[src/rtl/core/kpc_ram.sv]
// generic single write port ram with registered read
module kpc_ram #(
  parameter int WIDTH = 8,
  parameter int DEPTH = 16
) (
  input  logic                     clk,
  input  logic                     we,
  input  logic [$clog2(DEPTH)-1:0] waddr,
  input  logic [WIDTH-1:0]         wdata,
  input  logic [$clog2(DEPTH)-1:0] raddr,
  output logic [WIDTH-1:0]         rdata
);

  logic [WIDTH-1:0] mem [DEPTH];

  always_ff @(posedge clk) begin
    if (we) begin
      mem[waddr] <= wdata;
    end
    rdata <= mem[raddr];
  end

endmodule

[config.mk]
export PLATFORM = sky130hd
export DESIGN_NAME = kpc_ram
export DESIGN_NICKNAME = d
export VERILOG_FILES = /design/src/rtl/core/kpc_ram.sv
export SDC_FILE = /design/constraint.sdc
export NUM_CORES = 1
export LEC_CHECK = 0
export BUFFER_PORTS_ARGS = -buffer_cell sky130_fd_sc_hd__clkbuf_2
export CAP_MARGIN = 15
export CORE_MARGIN = 2
export CORE_UTILIZATION = 45
export CTS_CLUSTER_DIAMETER = 120
export DETAILED_ROUTE_END_ITERATION = 7
export HOLD_SLACK_MARGIN = 0.15
export PLACE_DENSITY = 0.66
export SYNTH_ARGS = -nofsm -noshare
export SYNTH_HDL_FRONTEND = slang
export SYNTH_SLANG_ARGS = --single-unit
export TNS_END_PERCENT = 10
[constraint.sdc]
create_clock -name clk -period 2.45 [get_ports clk]
set_clock_uncertainty 0.2 [all_clocks]
set_input_delay 0.1225 -clock clk [delete_from_list [all_inputs] [get_ports clk]]
set_output_delay 0.1225 -clock clk [all_outputs]
set_load 0.05 [all_outputs]
[Word-level counts from Yosys, hierarchy flattened]
Memory sizes are Yosys's and may differ from the RTL's. A register that Yosys moved wholly into a read port is not among the register bits.
Index checks and enable logic that the tools add are counted.
Storage, ports and cells
  register bits after elaboration: 0
  RAM bits: 128
  bits of input ports: 18
  output and inout port bits: 8
  word-level logic and storage cells: 3
  memories kept: 1
Operators by class
  muxes and demuxes: 2
Memory list
  mem: words 16, bits a word 8, read ports 1, clocked after memory_dff 1, wr ports 1, line 14  | logic [WIDTH-1:0] mem [DEPTH];
Operators by type and width (number)
  1-bit 2-to-1 mux: 2

[Longest topological paths before layout]
  depth in word-level cells: 2
  mapped depth: 5
  depth with buffers taken out: 3

[Worst setup path before layout]
OpenSTA, ideal clock, no wires.
  path type: in2reg
  start point: input port waddr[2]
  end point: memory mem[0][0] (enable)
  setup time: 0.383 ns
  data arrival time: 1.232 ns
  data required time: 1.867 ns
  slack: 0.635 ns
  stages: 2
  buffers on the path: 0
  path through: or3b_2 > nor3_1
RTL lines
  start: declaration: line 8  | input logic [$clog2(DEPTH)-1:0] waddr,
  end: declaration: line 14
Straight into the memory's write port.

[Worst setup path in the final report]
  start point: input port waddr[1]
  end point: memory mem[4][4] (enable)
Straight into the memory's write port.

==> results.json <==
{
  "status": "complete, no violations",
  "path_cells": "dlygate4sd3_1 -> clkbuf_2 -> nor3_1 -> dlygate4sd3_1 -> buf_4",
  "hp-class": "primary input to flip-flop",
  "hold_ws_ns": 0.167,
  "r2r_cells": 3,
  "cts_buffer_depth": 2,
  "antenna_left": 0,
  "place.gp.congestion": 0.686,
  "stdcell_count": 452,
  "fin_crit_sh_pct": 76.7,
  "reg2reg_to": "rdata[2]",
  "coreArea_mm2": 0.0113,
  "leakage_nw": 2.13,
  "grt_antenna_before_repair": 0,
  "synth_top_family_by_area": "multiplexers",
  "relSlewSlack_pct": 50.1,
  "yosys.area_share.simple_pct": 3.18,
  "num_rows": 39,
  "overflow": 0,
  "syn_to_final_growth_pct": 20.9,
  "drt_wl_total_mm": 9.71,
  "yosysTopAreaCell": "edfxtp_1",
  "numCtsBuffers": 17,
  "reg2reg_slack_ns": 0.87,
  "dpl.hpwl_mm": 5.88,
  "min_path_cells": 4,
  "start_kind": "primary input",
  "p_comb_share_pct": 5.7,
  "setup_viol": 0,
  "dp.cells": 407,
  "cts_resized": 0,
  "critPathMaxFanout": 8,
  "ctsHoldBuffers": 13,
  "ir_drop_uv": 550,
  "dieArea_mm2": 0.0123,
  "synthCells": 229,
  "n_antenna_cell": 0,
  "regArea_mm2": 0.00400,
  "switching_share_pct": 22.2,
  "fin_crit_ns": 1.88,
  "crit_required_ns": 2.35,
  "postSynthNetCount": 247,
  "cpMostUsedCell": "dlygate4sd3_1",
  "chipHeight_um": 111,
  "ys_seq_area_share_pct": 77.8,
  "io_pins": 26,
  "fin_util_pct": 55.2,
  "synth_edf_count": 128,
  "cap_violations": 0,
  "critPathKind": "primary input to flip-flop",
  "critical-path-max-stage-delay_ns": 0.57,
  "synth.most_common_cell": "edfxtp_1",
  "synth-xor-area-share_pct": 0,
  "rsz0062_at_grt": "no",
  "avgViaCountPerCell": 5.51,
  "synthAdderAreaFrac_pct": 0,
  "multiInputGateArea_mm2": 0.00106,
  "ys_types": 19,
  "power_per_cell_area_mw_per_mm2": 853,
  "netlist.area_leader.share_pct": 74.7,
  "drc_errors": 0,
  "grt_max_degree": 33,
  "setup_ws_ns": 0.571,
  "intPower_mw": 4.13,
  "end_kind": "flip-flop",
  "drt_iter0_drc": 262,
  "cp_slowest_cell": "dlygate4sd3_1",
  "clkPwrFrac_pct": 45.0,
  "seq_power_share_pct": 49.3,
  "syn_area_mm2": 0.00515,
  "r2r_start": "mem[5][2]",
  "postSynthAreaPerCell_um2": 22.5,
  "ys_warn_count": 0,
  "muxShareOfSynthArea_pct": 15.0,
  "post_cts_buffers": 0,
  "cts_max_level": 4,
  "max_freq_mhz": 532,
  "path_buf_inv": 4,
  "io_buffers": 25,
  "via_count": 2489,
  "path_clk_slew_ns": 0.06,
  "wire_per_inst_um": 21.5,
  "firstDrtPassIters": 4,
  "setup_tns_ns": 0,
  "cts_root_buf": "clkbuf_16",
  "insertion_delay_ns": 0.41,
  "min_from": "waddr[2]",
  "p_sw_mw": 1.18,
  "synth_seq_cells": 136,
  "netlist_top_cells_count": "edfxtp_1 (128), mux4_2 (18), a22oi_1 (16)",
  "synth_compound_area_share_pct": 2.33,
  "worstPathArrival_ns": 1.78,
  "cts_sinks": 136,
  "grt_pass1_wl_mm": 15.2,
  "die_w_um": 111,
  "cts_tree": "done",
  "holdPathEnd": "mem[15][7]",
  "tightestPinTransition_ns": 0.746,
  "grt_pass1_vias": 2629,
  "critPathTopFamily": "buffers and inverters",
  "fill_cells": 835,
  "drive_above_1_share_pct": 30.4,
  "synth_area_leaders": "edfxtp_1 (75%), mux4_2 (7.9%), mux4_1 (7.1%)",
  "slew_viol_final": 0,
  "ys.flop_type": "edfxtp_1",
  "start_util_pct": 45.7,
  "hold_viol": 0,
  "preCtsSetupSlack_ns": 0.645,
  "grt_usage_pct": 17.0,
  "async_flop_share_pct": 0,
  "nNetsFinal": 314
}
-- power groups by stage --
stage | Combinational [mW] | Clock, mW | Sequential (mW)
after floorplan | 0.132 | 0 | 2.72
after global placement | 0.287 | 0 | 2.67
after detailed placement | 0.293 | 0 | 2.67
after CTS | 0.309 | 2.43 | 2.62
after global routing | 0.329 | 2.52 | 2.62
final | 0.303 | 2.39 | 2.62
-- final cells by class --
class | count | share of cell area (%)
clock buffers | 17 | 6.83
clock inverters | 15 | 2.27
multi-input cells | 83 | 17.0
flip-flops and latches | 136 | 64.3
well taps | 143 | 2.87
repair buffers | 58 | 6.71
-- layer usage --
layer  wire, um  global-route usage, %  up-vias
met5          0                      0        -
met4         43                   5.50        0
met3        639                   3.77        4
met2       4900                   27.5       88
met1       4120                   23.2     1290
li1           -                      -     1107
-- cell usage in the layout (no fill, tap or decap) --
| master | instances |
|---|---|
| inv_6 | 5 |
| dlygate4sd3_1 | 13 |
| clkinvlp_4 | 3 |
| clkbuf_2 | 25 |
| nand2b_1 | 2 |
| bufinv_16 | 1 |
| dfxtp_1 | 8 |
| nor2b_1 | 1 |
| and2_1 | 1 |
| mux4_2 | 18 |
| a22oi_1 | 16 |
| edfxtp_1 | 128 |
| clkbuf_16 | 17 |
| nand3b_1 | 2 |
| inv_8 | 1 |
| and2b_1 | 1 |
| nand2_1 | 9 |
| nor2_1 | 13 |
| clkinv_4 | 3 |
| buf_4 | 19 |
| nand3_1 | 1 |
| mux4_1 | 14 |
| buf_12 | 1 |
| nor3_1 | 4 |
| or3b_2 | 1 |
| clkinv_1 | 2 |
-- cells by family after synthesis --
logic type             Yosys count
AOI/OAI and AO/OA               16
and+or+nand+nor                 35
muxes                           32
buffers and inverters           10
DFF                            136
-- per-stage QoR --
step                      power [mW]  area (um2)
after floorplan                 2.85        5150
after CTS                       5.35        6220
after global routing            5.47        6220
after global placement          2.95        5530
after detailed placement        2.96        5530
final                           5.31        6220
-- sequential cells by signal, indices dropped and copies added (netlist names) --
register	count
mem	128
rdata	8
-- worst min-delay path, stage by stage --
cell,delay (ns)
clkbuf_2,0.10
nand3_1,0.13
nor2_1,0.06
buf_4,0.18
-- how the worst max path moves through the flow --
stage / slack (ns) / end / cells past startpoint / from
2_1_floorplan: 0.63 / mem[0][0] / 2 / waddr[2]
3_3_place_gp: 0.64 / rdata[2] / 5 / raddr[0]
3_5_place_dp: 0.65 / rdata[2] / 5 / raddr[0]
4_1_cts: 0.63 / mem[4][1] / 5 / waddr[1]
5_1_grt: 0.53 / mem[4][1] / 5 / waddr[1]
6_report: 0.57 / mem[4][4] / 5 / waddr[1]
No activity file was read; power rests on OpenSTA's default activity.
